==> config.mk <==
export PLATFORM = sky130hd
export DESIGN_NAME = command_fifo_with_overflow_drop
export DESIGN_NICKNAME = d
export VERILOG_FILES = /design/src/hw/rtl/cfwd_pkg.sv /design/src/hw/rtl/command_fifo_with_overflow_drop.sv /design/src/hw/rtl/cfwd_front.sv /design/src/hw/rtl/cfwd_back.sv
export SDC_FILE = /design/constraint.sdc
export NUM_CORES = 1
export LEC_CHECK = 0
export BUFFER_PORTS_ARGS = -buffer_cell sky130_fd_sc_hd__buf_2
export CAP_MARGIN = 0
export CORE_MARGIN = 2
export CORE_UTILIZATION = 25
export CTS_BUF_LIST = sky130_fd_sc_hd__clkbuf_4
export DETAILED_ROUTE_END_ITERATION = 6
export GPL_TIMING_DRIVEN = 1
export SETUP_SLACK_MARGIN = 0.15
export SYNTH_ARGS = -nofsm -noshare
export SYNTH_HDL_FRONTEND = slang
export SYNTH_HIERARCHICAL = 1
export SYNTH_SLANG_ARGS = --single-unit
==> constraint.sdc <==
create_clock -name clk -period 7.1 [get_ports clk]
set_input_delay 0.355 -clock clk [delete_from_list [all_inputs] [get_ports clk]]
set_output_delay 0.355 -clock clk [all_outputs]
set_load 0.1 [all_outputs]
==> src/hw/rtl/cfwd_pkg.sv <==
// Shared types, constants and ring position helpers for the command FIFO.
`default_nettype none

package cfwd_pkg;

    // Ring geometry and command size limit
    localparam int CAPACITY    = 64;
    localparam int MAX_COMMAND = 64;

    localparam int PTR_W  = $clog2(CAPACITY);
    localparam int CNT_W  = $clog2(CAPACITY + 1);
    localparam int DATA_W = 8;
    localparam int LEN_W  = 7;
    localparam int STAT_W = 3;

    // Operation codes carried by func
    localparam logic FUNC_PUSH = 1'b0;
    localparam logic FUNC_POP  = 1'b1;

    // Result status codes
    typedef enum logic [STAT_W-1:0] {
        ST_OK     = 3'd0,
        ST_REPEAT = 3'd1,
        ST_FULL   = 3'd2,
        ST_EMPTY  = 3'd3,
        ST_SHORT  = 3'd4,
        ST_TRUNC  = 3'd5
    } status_t;

    // Classified item handed from the front to the back
    typedef struct packed {
        logic              is_pop;
        logic              is_term;
        logic [DATA_W-1:0] data;
        logic [LEN_W-1:0]  size;
    } cmd_t;

    // Next ring position with wrap
    function automatic logic [PTR_W-1:0] pos_inc(input logic [PTR_W-1:0] p);
        return (p == PTR_W'(CAPACITY - 1)) ? '0 : p + 1'b1;
    endfunction

    // Previous ring position with wrap
    function automatic logic [PTR_W-1:0] pos_dec(input logic [PTR_W-1:0] p);
        return (p == '0) ? PTR_W'(CAPACITY - 1) : p - 1'b1;
    endfunction

endpackage

`default_nettype wire

==> src/hw/rtl/command_fifo_with_overflow_drop.sv <==
// Top level of the command FIFO with drop on overflow.
//
// Command channel: an item (func, byte_in, max_len) is taken at a rising edge
// with start high and busy low. func 0 pushes byte_in into a 64-byte ring of
// zero-terminated commands; func 1 pops one command, at most max_len bytes
// (one byte if max_len is 0). Result channel: each result shows on
// byte_out/byte_valid/status/last for one cycle with strobe high; last marks
// the final result of an item. The receiver cannot stall, so results are
// never held back. With the back end idle, an accepted push is stored in the
// queue, then taken by the back end, which registers its result. A push that
// finds the ring full rewinds one byte per cycle to the last stored terminator
// or an empty ring before its result appears. A pop starts the ring read, then
// takes one byte per cycle, emitted or discarded; an empty marker ends it if
// the ring runs dry before a terminator or the limit. Pushes go at one per
// cycle while no pop or rewind runs; the ring's single read port sets the
// one-byte-per-cycle pace of pops and rewinds. A two-item queue between
// front and back absorbs items while a pop runs; busy is high when it is full.
// Reset: ring empty, no command pending, first pushed terminator refused.
`default_nettype none

module command_fifo_with_overflow_drop (
    input  wire logic                           clk,
    input  wire logic                           rst_n,
    input  wire logic                           start,
    output logic                                busy,
    input  wire logic                           func,
    input  wire logic [cfwd_pkg::DATA_W-1:0]    byte_in,
    input  wire logic [cfwd_pkg::LEN_W-1:0]     max_len,
    output logic                                strobe,
    output logic [cfwd_pkg::DATA_W-1:0]         byte_out,
    output logic                                byte_valid,
    output logic [cfwd_pkg::STAT_W-1:0]         status,
    output logic                                last
);
    import cfwd_pkg::*;

    cmd_t head;
    logic head_valid;
    logic deq;

    cfwd_front u_front (
        .clk        (clk),
        .rst_n      (rst_n),
        .start      (start),
        .func       (func),
        .byte_in    (byte_in),
        .max_len    (max_len),
        .busy       (busy),
        .head       (head),
        .head_valid (head_valid),
        .deq        (deq)
    );

    cfwd_back u_back (
        .clk        (clk),
        .rst_n      (rst_n),
        .head       (head),
        .head_valid (head_valid),
        .deq        (deq),
        .strobe     (strobe),
        .byte_out   (byte_out),
        .byte_valid (byte_valid),
        .status     (status),
        .last       (last)
    );

endmodule

`default_nettype wire

==> src/hw/rtl/cfwd_front.sv <==
// Front end: accepts items, classifies them and queues them for the back end.
`default_nettype none

module cfwd_front (
    input  wire logic                           clk,
    input  wire logic                           rst_n,
    input  wire logic                           start,
    input  wire logic                           func,
    input  wire logic [cfwd_pkg::DATA_W-1:0]    byte_in,
    input  wire logic [cfwd_pkg::LEN_W-1:0]     max_len,
    output logic                                busy,
    output cfwd_pkg::cmd_t                      head,
    output logic                                head_valid,
    input  wire logic                           deq
);
    import cfwd_pkg::*;

    cmd_t        q_reg [2];
    logic        wp_reg;
    logic        wp_next;
    logic        rp_reg;
    logic        rp_next;
    logic [1:0]  cnt_reg;
    logic [1:0]  cnt_next;
    logic        accept;
    logic        take;
    cmd_t        cls;

    // Classify: terminator flag, pop flag, saturated pop length
    always_comb
    begin
        cls.is_pop  = (func == FUNC_POP);
        cls.is_term = (byte_in == '0);
        cls.data    = byte_in;
        cls.size    = (max_len > LEN_W'(MAX_COMMAND)) ? LEN_W'(MAX_COMMAND) : max_len;
    end

    assign busy       = (cnt_reg == 2'd2);
    assign accept     = start && !busy;
    assign head_valid = (cnt_reg != 2'd0);
    assign head       = q_reg[rp_reg];
    assign take       = deq && head_valid;

    // Queue pointers and occupancy
    always_comb
    begin
        wp_next  = accept ? ~wp_reg : wp_reg;
        rp_next  = take ? ~rp_reg : rp_reg;
        cnt_next = cnt_reg;
        if (accept && !take)
        begin
            cnt_next = cnt_reg + 2'd1;
        end
        else if (take && !accept)
        begin
            cnt_next = cnt_reg - 2'd1;
        end
    end

    always_ff @(posedge clk or negedge rst_n)
    begin
        if (!rst_n)
        begin
            wp_reg  <= 1'b0;
            rp_reg  <= 1'b0;
            cnt_reg <= 2'd0;
        end
        else
        begin
            wp_reg  <= wp_next;
            rp_reg  <= rp_next;
            cnt_reg <= cnt_next;
        end
    end

    // Queue entries
    always_ff @(posedge clk)
    begin
        if (accept)
        begin
            q_reg[wp_reg] <= cls;
        end
    end

endmodule

`default_nettype wire

==> src/hw/rtl/cfwd_back.sv <==
// Back end: byte ring, push/rewind handling and pop sequencing with results.
`default_nettype none

module cfwd_back (
    input  wire logic                           clk,
    input  wire logic                           rst_n,
    input  wire cfwd_pkg::cmd_t                 head,
    input  wire logic                           head_valid,
    output logic                                deq,
    output logic                                strobe,
    output logic [cfwd_pkg::DATA_W-1:0]         byte_out,
    output logic                                byte_valid,
    output logic [cfwd_pkg::STAT_W-1:0]         status,
    output logic                                last
);
    import cfwd_pkg::*;

    typedef enum logic [2:0] {
        S_IDLE,
        S_POP,
        S_DISC,
        S_EMPTY,
        S_RW
    } state_t;

    state_t             state_reg;
    state_t             state_next;
    logic [PTR_W-1:0]   rd_pos_reg;
    logic [PTR_W-1:0]   rd_pos_next;
    logic [PTR_W-1:0]   wr_pos_reg;
    logic [PTR_W-1:0]   wr_pos_next;
    logic [CNT_W-1:0]   fill_reg;
    logic [CNT_W-1:0]   fill_next;
    logic               dropping_reg;
    logic               dropping_next;
    logic               lwt_reg;
    logic               lwt_next;
    logic [LEN_W-1:0]   idx_reg;
    logic [LEN_W-1:0]   idx_next;
    logic [LEN_W-1:0]   size_reg;
    logic [LEN_W-1:0]   size_next;
    logic               strobe_reg;
    logic               strobe_next;
    logic [DATA_W-1:0]  bout_reg;
    logic [DATA_W-1:0]  bout_next;
    logic               bvalid_reg;
    logic               bvalid_next;
    status_t            status_reg;
    status_t            status_next;
    logic               last_reg;
    logic               last_next;

    logic [DATA_W-1:0]  mem [CAPACITY];
    logic [DATA_W-1:0]  rdata_reg;
    logic [PTR_W-1:0]   raddr;
    logic               mem_we;
    logic               use_rd;

    logic [DATA_W-1:0]  d;
    logic [CNT_W-1:0]   fill_dec;
    logic               d_nz;
    logic               first;
    logic               below;
    logic               cont;
    logic               disc;

    assign d        = rdata_reg;
    assign d_nz     = (d != '0);
    assign fill_dec = fill_reg - 1'b1;
    assign first    = (idx_reg == LEN_W'(1));
    assign below    = (idx_reg < size_reg);
    // Keep going while inside the command and under the limit
    assign cont     = d_nz && below;
    // Limit hit on a non-terminator after the first byte: drain the rest
    assign disc     = !first && d_nz && (idx_reg == size_reg);

    always_comb
    begin
        state_next    = state_reg;
        rd_pos_next   = rd_pos_reg;
        wr_pos_next   = wr_pos_reg;
        fill_next     = fill_reg;
        dropping_next = dropping_reg;
        lwt_next      = lwt_reg;
        idx_next      = idx_reg;
        size_next     = size_reg;
        strobe_next   = 1'b0;
        bout_next     = '0;
        bvalid_next   = 1'b0;
        status_next   = ST_OK;
        last_next     = 1'b0;
        mem_we        = 1'b0;
        deq           = 1'b0;

        case (state_reg)
            S_IDLE:
            begin
                if (head_valid)
                begin
                    deq = 1'b1;
                    if (head.is_pop)
                    begin
                        if (fill_reg == '0)
                        begin
                            strobe_next = 1'b1;
                            status_next = ST_EMPTY;
                            last_next   = 1'b1;
                        end
                        else
                        begin
                            state_next = S_POP;
                            idx_next   = LEN_W'(1);
                            size_next  = head.size;
                        end
                    end
                    else
                    begin
                        strobe_next = 1'b1;
                        last_next   = 1'b1;
                        if (dropping_reg && head.is_term)
                        begin
                            dropping_next = 1'b0;
                        end
                        else if (lwt_reg && head.is_term)
                        begin
                            status_next = ST_REPEAT;
                        end
                        else if (dropping_reg)
                        begin
                            status_next = ST_FULL;
                        end
                        else if (fill_reg != CNT_W'(CAPACITY))
                        begin
                            mem_we      = 1'b1;
                            wr_pos_next = pos_inc(wr_pos_reg);
                            fill_next   = fill_reg + 1'b1;
                            lwt_next    = head.is_term;
                        end
                        else
                        begin
                            // Full: rewind to the last stored terminator
                            dropping_next = 1'b1;
                            lwt_next      = 1'b1;
                            strobe_next   = 1'b0;
                            last_next     = 1'b0;
                            state_next    = S_RW;
                        end
                    end
                end
            end

            S_RW:
            begin
                if ((fill_reg == '0) || !d_nz)
                begin
                    strobe_next = 1'b1;
                    status_next = ST_FULL;
                    last_next   = 1'b1;
                    state_next  = S_IDLE;
                end
                else
                begin
                    wr_pos_next = pos_dec(wr_pos_reg);
                    fill_next   = fill_dec;
                end
            end

            S_POP:
            begin
                rd_pos_next = pos_inc(rd_pos_reg);
                fill_next   = fill_dec;
                if (cont)
                begin
                    strobe_next = 1'b1;
                    bout_next   = d;
                    bvalid_next = 1'b1;
                    idx_next    = idx_reg + 1'b1;
                    if (fill_dec == '0)
                    begin
                        state_next = S_EMPTY;
                    end
                end
                else if (disc)
                begin
                    if (fill_dec == '0)
                    begin
                        strobe_next = 1'b1;
                        bout_next   = d;
                        bvalid_next = 1'b1;
                        status_next = ST_TRUNC;
                        last_next   = 1'b1;
                        state_next  = S_IDLE;
                    end
                    else
                    begin
                        state_next = S_DISC;
                    end
                end
                else
                begin
                    // Terminator before the limit and after the first byte gives short status, else plain end
                    strobe_next = 1'b1;
                    bout_next   = d;
                    bvalid_next = 1'b1;
                    status_next = (!d_nz && below && !first) ? ST_SHORT : ST_OK;
                    last_next   = 1'b1;
                    state_next  = S_IDLE;
                end
            end

            S_DISC:
            begin
                rd_pos_next = pos_inc(rd_pos_reg);
                fill_next   = fill_dec;
                if (!d_nz || (fill_dec == '0))
                begin
                    strobe_next = 1'b1;
                    bout_next   = d;
                    bvalid_next = 1'b1;
                    status_next = ST_TRUNC;
                    last_next   = 1'b1;
                    state_next  = S_IDLE;
                end
            end

            S_EMPTY:
            begin
                strobe_next = 1'b1;
                status_next = ST_EMPTY;
                last_next   = 1'b1;
                state_next  = S_IDLE;
            end

            default:
            begin
                state_next = S_IDLE;
            end
        endcase
    end

    // Read address: next read position for pops, byte before write position for rewind
    assign use_rd = (state_reg == S_POP) || (state_reg == S_DISC) ||
                    ((state_reg == S_IDLE) && head.is_pop);
    assign raddr  = use_rd ? rd_pos_next : pos_dec(wr_pos_next);

    // State and registered results
    always_ff @(posedge clk or negedge rst_n)
    begin
        if (!rst_n)
        begin
            state_reg    <= S_IDLE;
            rd_pos_reg   <= '0;
            wr_pos_reg   <= '0;
            fill_reg     <= '0;
            dropping_reg <= 1'b0;
            lwt_reg      <= 1'b1;
            idx_reg      <= '0;
            size_reg     <= '0;
            strobe_reg   <= 1'b0;
            bout_reg     <= '0;
            bvalid_reg   <= 1'b0;
            status_reg   <= ST_OK;
            last_reg     <= 1'b0;
        end
        else
        begin
            state_reg    <= state_next;
            rd_pos_reg   <= rd_pos_next;
            wr_pos_reg   <= wr_pos_next;
            fill_reg     <= fill_next;
            dropping_reg <= dropping_next;
            lwt_reg      <= lwt_next;
            idx_reg      <= idx_next;
            size_reg     <= size_next;
            strobe_reg   <= strobe_next;
            bout_reg     <= bout_next;
            bvalid_reg   <= bvalid_next;
            status_reg   <= status_next;
            last_reg     <= last_next;
        end
    end

    // Byte ring: one write port, one registered read port
    always_ff @(posedge clk)
    begin
        if (mem_we)
        begin
            mem[wr_pos_reg] <= head.data;
        end
        rdata_reg <= mem[raddr];
    end

    assign strobe     = strobe_reg;
    assign byte_out   = bout_reg;
    assign byte_valid = bvalid_reg;
    assign status     = status_reg;
    assign last       = last_reg;

endmodule

`default_nettype wire

Word-level counts from Yosys, hierarchy flattened. Memories as Yosys holds them, arrays and structs flattened. A register that Yosys moved wholly into a read port is not among the register bits. Index checks and enable logic that the tools add are counted. Widths: inputs -> output; s select.

Output and inout bits: 15. ROM bits: 0. Bits in registers: 56. Memory bits (writable): 546. Memories kept: 2. Bits in latches: 0. Input port bits: 19.

Memories: u_back.mem (words 64, width 8, read ports 1, clocked after memory_dff 1, write ports 1, RTL line cfwd_back.sv:53) `logic [DATA_W-1:0] mem [CAPACITY];`; u_front.q_reg (words 2, width 17, read ports 1, clocked after memory_dff 0, write ports 1, RTL line cfwd_front.sv:18) `cmd_t q_reg [2];`.

Add/sub/neg operators: 9. Shift operators: 0. Reductions and logical operators: 39. Div/mod/pow operators: 0. Bitwise gates (word level): 7. $mul: 0. Muxes and demuxes: 95. Equality and inequality tests: 29. $lt $le $gt $ge: 2.

Operator list (count): $mux 7 (12); $mux 6 (13); $mux 3 (20); $mux 8 (4); $mux 1 (30); $pmux 7 s3 (1); $pmux 8 s2 (1); $pmux 3 s5 (1); $add 7x1->7 const B (2); $logic_not 7->1 (2); $mux 2 (7); $ne 2x2->1 const B (7); $pmux 7 s2 (1); $add 6x1->6 const B (2); $eq 6x6->1 const B (2); $logic_and 1x1->1 (12); $logic_not 6->1 (2); $ne 2x1->1 const B (6); $ne 3x2->1 const B (4); $pmux 3 s4 (1); $pmux 6 s2 (1); $sub 6x1->6 const B (2); $pmux 1 s5 (2); $reduce_and 9->1 (1); other kinds (27) (45).

Depth between registers and ports, before layout. Gate-level depths: netlist of the first run.

Depth after elaboration: 12. Gate-level depth with buffers: 23.

Hierarchy. Netlist of the first run, hierarchy kept.

By module, submodules not included: cfwd_back (area an instance 24671.2 um^2, times used 1, cells an instance 1838, seq. area each 16837.4 um^2); cfwd_front (area an instance 1495.2 um^2, times used 1, cells an instance 82, seq. area each 1121.1 um^2).

Worst setup path after synthesis of the first run. OpenSTA, ideal clock, no wires.

Path kind: reg-to-reg. From: register u_front.rp_reg. To: register u_back.rdata_reg[3], in the netlist u_back/d[3], read port of u_back.mem. Period minus slack after synthesis: 5.081 ns. Buffers on the path: 7. Arrival time: 4.954 ns. Setup time: 0.128 ns. Cell stages (with the launch flop): 22. Setup slack: 2.019 ns. Cell sequence: dfrtp_1 buf_6 buf_6 mux2_2 a211o_1 a311oi_1 nand2_1 o22ai_1 a2111o_1 inv_1 ha_1 clkbuf_1 nand2_1 o21a_1 clkbuf_1 clkbuf_1 clkbuf_1 clkbuf_1 mux4_2 nor2_1 a211o_1 nand4_1.

RTL lines: start, declared (RTL line cfwd_front.sv:21) `logic rp_reg;`; start signal, assigned (RTL line cfwd_front.sv:71) `rp_reg <= rp_next;`; end, declared (RTL line cfwd_back.sv:54) `logic [DATA_W-1:0] rdata_reg;`.

==> PnR_summary.wiki, run 1 <==
{| class="wikitable"
! Metric !! Value
|-
| Result of the run || completed
|-
| Growth of design area from synthesis to finish || 14.97%
|-
| Worst-case clock skew || 0.08423 ns
|-
| Top cell by count, worst path || sky130_fd_sc_hd__nand2_1
|-
| Worst hold-check path type || primary input to async pin
|-
| Most frequent cells in the layout || sky130_fd_sc_hd__edfxtp_1 (546), sky130_fd_sc_hd__clkbuf_4 (227), sky130_fd_sc_hd__nand2_1 (212), sky130_fd_sc_hd__nor2_1 (197), sky130_fd_sc_hd__mux2i_1 (71)
|-
| Combined global-route utilization of all metal layers || 13.30%
|-
| Starting utilization of the core area || 25.25%
|-
| Maximum clock insertion buffer count || 3
|-
| Avg Cell Area, Syn || 13.63 sq um
|-
| Worst Path Max Fanout || 20
|-
| Num rows || 118
|-
| Post-Synthesis Cells || 1920
|-
| Critical path data required time || 8.02 ns
|-
| Horiz. Die Dim || 327.5 um
|-
| Cell area reported after detailed placement || 27980 sq um
|-
| Final net count || 2091
|-
| Die area || 107300 sq um
|-
| Depth of the worst register-to-register path || 17
|-
| Setup repair after global routing missed its margin || false
|-
| Number of antenna violations at the first check in global routing || 5
|-
| Highest cell delay on the worst timing path || 0.68 ns
|-
| Relative max-transition margin || 17.84%
|-
| Post-route clock period utilization || 84.44%
|-
| Vias || 17350
|-
| Largest delay share family, worst path || compound AO/OA/AOI/OAI gates
|-
| Number of storage elements in the synthesis netlist || 610
|-
| Launching instance or port of the critical path || u_front/rp_reg
|-
| Crit Reg-Reg Startpoint || u_front/rp_reg
|-
| Number of enable flip-flop cells after synthesis || 546
|-
| Placeable core area || 103600 sq um
|-
| I/O Pins || 34
|-
| Post-synthesis instance area || 26170 sq um
|-
| Share of synthesized area occupied by flip-flops and latches || 68.63%
|-
| Launching element type of the critical path || flop
|-
| CP max stage cell || sky130_fd_sc_hd__nand2_1
|-
| CTS Root Cell || sky130_fd_sc_hd__clkbuf_4
|-
| Number of maximum-capacitance constraint violations || 0
|-
| Netlist cell types || 89
|-
| Share of flip-flops with an asynchronous set or reset || 9.180%
|-
| Share of final-layout standard cells stronger than drive strength 1 || 18.36%
|-
| Insertion delay to the later sink of the worst-skew pair || 0.98 ns
|-
| Wire per inst || 20.22 um
|-
| Setup Viol. Count Final || 0
|-
| Detail Placement HPWL || 43.47 mm
|-
| Max Transition Viols Final || 0
|-
| Top flip-flop cell by instance count after synthesis || sky130_fd_sc_hd__edfxtp_1
|-
| Min cycle time layout || 5.995 ns
|-
| Total Routed Length || 71.87 mm
|-
| CTS tree || built
|-
| Setup_tns || 0 ns
|-
| Worst R2R End || u_back/d[5]
|-
| Iter 0 DRT Violations || 2106
|-
| Total non-filler cell area in the finished layout || 30080 sq um
|-
| Weighted congestion at the end of routability-driven global placement || 0.8709
|-
| Post-route antenna net violation count || 0
|-
| Cell-by-cell listing of the critical path || mux2_2 > a211o_1 > a311oi_1 > nand2_1 > o22ai_1 > a2111o_1 > inv_1 > ha_1 > nand2_1 > o21a_2 > nand2_1 > nor4_1 > a2111oi_0 > o221a_2 > o22ai_1 > a221oi_1 > nand4bb_1
|-
| Gr ovfl total || 0
|-
| Clock transition at path regs || 0.07 ns
|-
| Number of buffers and inverters on the critical path || 1
|-
| Transition time at the pin with the least slew margin || 1.224 ns
|-
| Yosys warnings || 6
|-
| H-tree levels || 4
|-
| Arrival time of data at the critical path endpoint || 6.91 ns
|-
| Number of vias per cell || 4.881
|-
| Drt drc || 0
|-
| Port Buffers || 33
|-
| # clock sinks || 610
|-
| Number of global-route vias before repair || 17200
|-
| Worst setup slack for register-to-register paths || 1.10 ns
|-
| Synthesized net count || 1956
|-
| Worst setup EP type || flop
|-
| Largest net degree at the start of global routing || 93
|-
| Inserted Clock Buffers || 151
|-
| Final-report hold violation count || 0
|-
| Fillers || 10500
|-
| Wire length of the first global-routing pass || 107.6 mm
|-
| Max Clock Freq || 0.1668 GHz
|-
| Number of flip-flops under the largest register name || 512
|-
| Most frequent standard cell in the layout excluding fill and tap cells || sky130_fd_sc_hd__edfxtp_1
|-
| Category of the critical setup timing path || flop to flop
|-
| Die span in y || 327.5 um
|-
| Detailed Routing Iterations Pass 1 || 5
|}
==> cells by family (layout without fill, tap and decap cells) <==
group                    Yosys count  after routing  share of synthesized area [%]
other                              0              1                              0
XOR/XNOR                          23             23                         0.8224
multiplexers                     116            116                          5.642
adder cells (fa/ha/maj)           17             17                         0.8129
flip-flops                       610            610                          68.63
AND/OR/NAND/NOR                  647            647                          11.51
buffers and inverters            142            395                          2.410
AO/OA/AOI/OAI                    365            365                          10.17
==> metrics by stage <==
stage | hold slack (ns) | worst slack (ns) | utilization [%] | std cells
2_1_floorplan | 0.05941 | 2.019 | - | 1920
3_3_place_gp | 0.4833 | 1.355 | 27.00 | 3264
3_5_place_dp | 0.4881 | 1.182 | 27.00 | 3264
4_1_cts | 0.0003840 | 1.169 | 29.02 | 3553
5_1_grt | 0.02051 | 0.7297 | 29.02 | 3554
6_report | 0.09915 | 1.105 | 29.02 | 3554
==> worst max-delay path by stage <==
stage               depth (start not counted)  slack, ns     endpoint
finish                                     17       1.10  u_back/d[5]
global route                               17       0.73  u_back/d[5]
CTS                                        17       1.17  u_back/d[5]
detailed placement                         17       1.18  u_back/d[5]
global placement                           17       1.36  u_back/d[5]
floorplan                                  21       2.02  u_back/d[3]
==> Yosys cell counts, drive strengths merged (5+ instances only) <==
cell type / n / share of area, %
xor2: 11 / 0.37
a21o: 12 / 0.34
xnor2: 11 / 0.37
or4: 9 / 0.27
o2111ai: 14 / 0.47
nor4: 17 / 0.41
dfxtp: 8 / 0.61
a211oi: 23 / 0.68
a21oi: 61 / 1.2
nand3: 37 / 0.73
nand4b: 8 / 0.27
ha: 17 / 0.81
o21a: 10 / 0.29
nor3: 33 / 0.65
nand4: 19 / 0.45
a32o: 16 / 0.61
o31a: 8 / 0.27
o211a: 6 / 0.23
nand2: 213 / 3.1
o22ai: 29 / 0.69
nor2: 204 / 2.9
or2: 5 / 0.12
or3: 45 / 1.1
a221o: 7 / 0.27
o32ai: 5 / 0.17
a211o: 10 / 0.33
and3: 17 / 0.43
buf: 38 / 0.92
o2bb2ai: 6 / 0.20
edfxtp: 546 / 63
mux4: 23 / 2.0
a32oi: 24 / 0.83
mux2i: 71 / 2.7
inv: 25 / 0.36
o221ai: 9 / 0.30
dfrtp: 55 / 5.3
o31ai: 5 / 0.16
nand3b: 6 / 0.17
and2: 13 / 0.31
a31oi: 22 / 0.53
clkbuf: 78 / 1.1
o21ai: 52 / 0.99
mux2: 22 / 0.95
o22a: 8 / 0.27
nor2b: 7 / 0.17
==> worst min-delay path, stage by stage <==
cell	delay, ns
sky130_fd_sc_hd__dlygate4sd3_1	0.52
sky130_fd_sc_hd__buf_2	0.09
sky130_fd_sc_hd__buf_4	0.62
==> routing by layer <==
layer | wire length (um) | up-vias | global-route usage (%)
met2 | 34180 | 795 | 21.48
met5 | 13 | - | 0
met1 | 29680 | 8638 | 17.08
met3 | 6008 | 133 | 3.458
li1 | - | 7780 | -
met4 | 1987 | 2 | 5.056
==> final cells by class <==
class | instances | area [sq um] | share of cell area, %
sequential | 610 | 17960 | 59.70
clock buffer | 227 | 1704 | 5.665
inverter | 26 | 97.59 | 0.3244
timing repair buffer | 98 | 748.2 | 2.487
tap | 1380 | 1727 | 5.740
clock inverter | 44 | 211.5 | 0.7029
multi-input combinational | 1168 | 7634 | 25.38
antenna | 1 | 2.502 | 0.008318
==> repair_timing <==
action / CTS / global route
hold buffers: 18 / 0
hold endpoints to repair: 110 / 0
gates resized for setup: 0 / 0
setup buffers: 0 / 0
Power of run 1 is not shown: default switching activity piles up to over one toggle a cycle in this logic, so the estimate is an artifact.
==> run 2, diff against run 1 <==
==> constraint.sdc (replaced) <==
create_clock -name clk -period 5.68 [get_ports clk]
set_input_delay 0.284 -clock clk [delete_from_list [all_inputs] [get_ports clk]]
set_output_delay 0.284 -clock clk [all_outputs]
set_load 0.1 [all_outputs]
==> PnR_summary.wiki, run 2 (synthesis gave the netlist of run 1 again) <==
{| class="wikitable"
! Metric !! Value
|-
| Result of the run || completed
|-
| Detailed Routing Iterations Pass 1 || 5 (unchanged)
|-
| Clock transition at path regs || 0.06 ns (about the same)
|-
| Share of final-layout standard cells stronger than drive strength 1 || 19.67% (+1.3 points)
|-
| Max Transition Viols Final || 0 (unchanged)
|-
| Number of vias per cell || 4.836 (-0.93%)
|-
| Worst hold-check path type || primary input to flop
|-
| Num rows || 118 (unchanged)
|-
| Drt drc || 0 (unchanged)
|-
| Most frequent standard cell in the layout excluding fill and tap cells || sky130_fd_sc_hd__edfxtp_1
|-
| Number of flip-flops under the largest register name || 512 (unchanged)
|-
| CTS tree || built
|-
| Starting utilization of the core area || 25.25% (unchanged)
|-
| Launching instance or port of the critical path || u_front/rp_reg
|-
| Worst Hold Path Cells || 2
|-
| Post-route clock period utilization || 91.93% (+7.5 points)
|-
| Horiz. Die Dim || 327.5 um (unchanged)
|-
| Relative max-transition margin || 22.25% (+4.4 points)
|-
| Combined global-route utilization of all metal layers || 13.14% (-0.16 points)
|-
| Growth of design area from synthesis to finish || 16.70%
|-
| Wire length of the first global-routing pass || 106.6 mm (-0.92%)
|-
| Number of global-route vias before repair || 17180 (-0.10%)
|-
| Crit Reg-Reg Startpoint || u_front/rp_reg
|-
| Depth of the worst register-to-register path || 17 (unchanged)
|-
| Launching element type of the critical path || flop
|-
| Worst setup EP type || flop
|-
| Critical path data required time || 6.55 ns (-1.47 ns)
|-
| Vias || 17350 (+0.017%)
|-
| Category of the critical setup timing path || flop to flop
|-
| Max Clock Freq || 0.1915 GHz (+15%)
|-
| Die area || 107300 sq um (unchanged)
|-
| Weighted congestion at the end of routability-driven global placement || 0.8380 (-3.8%)
|-
| I/O Pins || 34 (unchanged)
|-
| CTS Root Cell || sky130_fd_sc_hd__clkbuf_4
|-
| Most frequent cells in the layout || sky130_fd_sc_hd__edfxtp_1 (546), sky130_fd_sc_hd__clkbuf_4 (230), sky130_fd_sc_hd__nand2_1 (212), sky130_fd_sc_hd__nor2_1 (197), sky130_fd_sc_hd__mux2i_1 (71)
|-
| Transition time at the pin with the least slew margin || 1.158 ns (-0.06573 ns)
|-
| Gr ovfl total || 0 (unchanged)
|-
| H-tree levels || 4 (unchanged)
|-
| Worst setup slack for register-to-register paths || 0.46 ns (-0.65 ns)
|-
| Placeable core area || 103600 sq um (unchanged)
|-
| Min cycle time layout || 5.222 ns (-0.7736 ns)
|-
| Most crowded layer after global routing || met2
|-
| Setup_tns || 0 ns (unchanged)
|-
| Insertion delay to the later sink of the worst-skew pair || 1.03 ns (+0.05 ns)
|-
| Port Buffers || 33 (unchanged)
|-
| Final-report hold violation count || 0 (unchanged)
|-
| Inserted Clock Buffers || 154 (+2.0%)
|-
| Wire per inst || 19.72 um (-2.5%)
|-
| GR Util met2 || 21.19% (-0.29 points)
|-
| Fillers || 10480 (-0.16%)
|-
| Worst-case clock skew || 0.07284 ns (-0.01140 ns)
|-
| Total Routed Length || 70.76 mm (-1.6%)
|-
| Worst Path Max Fanout || 33 (+65%)
|-
| Number of maximum-capacitance constraint violations || 0 (unchanged)
|-
| Timing endpoint of the critical path || u_back/d[1]
|-
| Largest net degree at the start of global routing || 65 (-30%)
|-
| Number of post-CTS setup repair buffers || 0 (unchanged)
|-
| Hold Crit Start || max_len[6]
|-
| # clock sinks || 610 (unchanged)
|-
| Number of antenna violations at the first check in global routing || 3 (-2)
|-
| Detail Placement HPWL || 42.32 mm (-2.6%)
|-
| Arrival time of data at the critical path endpoint || 6.09 ns (-0.82 ns)
|-
| Iter 0 DRT Violations || 1716 (-19%)
|-
| Worst R2R End || u_back/d[1]
|-
| Maximum clock insertion buffer count || 3 (unchanged)
|-
| Final net count || 2130 (+1.9%)
|-
| Die span in y || 327.5 um (unchanged)
|-
| Met1 routing resource usage after global routing || 17.07% (-0.018 points)
|-
| GR Layer Usage met3 || 3.100% (-0.36 points)
|-
| Post-route antenna net violation count || 0 (unchanged)
|-
| Setup Viol. Count Final || 0 (unchanged)
|-
| Setup repair after global routing missed its margin || false
|}
==> run 2: routing by layer <==
layer  vias to the layer above  wire [um]
met3                       115       5021
met2                       686      34160
met1                      8671      29940
met5                         -         20
li1                       7877          -
met4                         2       1612
==> run 2: what timing repair did <==
item / in CTS / in global routing
hold buffers: 28 / 0
setup endpoints to repair: 0 / 2
hold endpoints to repair: 110 / 0
resized for setup: 0 / 2
==> run 2: final cells by class <==
cell class	instances	area, sq um	share of cell area, %
clock inverters	38	301.5	0.9875
clock buffers	230	1727	5.654
repair buffers	134	1081	3.540
well taps	1380	1727	5.654
diodes	2	5.005	0.01639
multi-input cells	1168	7640	25.02
inverters	26	97.59	0.3196
flip-flops and latches	610	17960	58.81
==> run 2: metrics by stage <==
step / std cells / util, % / setup slack, ns / instance area (sq um) / hold slack [ns]
2_1_floorplan: 1920 / - / 0.5987 / 26170 / -0.01159
6_report: 3588 / 29.46 / 0.4584 / 30540 / 0.1625
3_3_place_gp: 3290 / 27.22 / 0.4151 / 28220 / 0.4765
3_5_place_dp: 3290 / 27.22 / 0.3835 / 28220 / 0.4804
4_1_cts: 3586 / 29.45 / 0.3973 / 30530 / 0.05419
5_1_grt: 3588 / 29.46 / 0.2094 / 30540 / 0.1241
==> run 2: critical path: stages (launching register included) <==
cell and delay, ns:
sky130_fd_sc_hd__dfrtp_1 0.37, sky130_fd_sc_hd__mux2_2 0.39, sky130_fd_sc_hd__a211o_1 0.33, sky130_fd_sc_hd__a311oi_1 0.46, sky130_fd_sc_hd__o21ai_0 0.26, sky130_fd_sc_hd__a2111o_1 0.56, sky130_fd_sc_hd__inv_1 0.09, sky130_fd_sc_hd__ha_1 0.21
sky130_fd_sc_hd__o311a_1 0.19, sky130_fd_sc_hd__o211ai_2 0.22, sky130_fd_sc_hd__o31a_2 0.46, sky130_fd_sc_hd__buf_12 0.21, sky130_fd_sc_hd__buf_4 0.24, sky130_fd_sc_hd__mux2i_1 0.18, sky130_fd_sc_hd__a32oi_1 0.06, sky130_fd_sc_hd__and3_1 0.21
sky130_fd_sc_hd__a211oi_1 0.52, sky130_fd_sc_hd__nand4_1 0.15
==> run 2: how the worst min path moves through the flow <==
stage | end | slack [ns]
after floorplan | u_back/byte_out[0] | -0.01
after global placement | u_front/q_reg[0][16] | 0.48
after detailed placement | u_front/q_reg[0][16] | 0.48
after CTS | u_front/q_reg[0][6] | 0.05
after global routing | u_front/q_reg[0][6] | 0.12
final | u_front/q_reg[0][6] | 0.16
Power of run 2 is left out for the same reason.
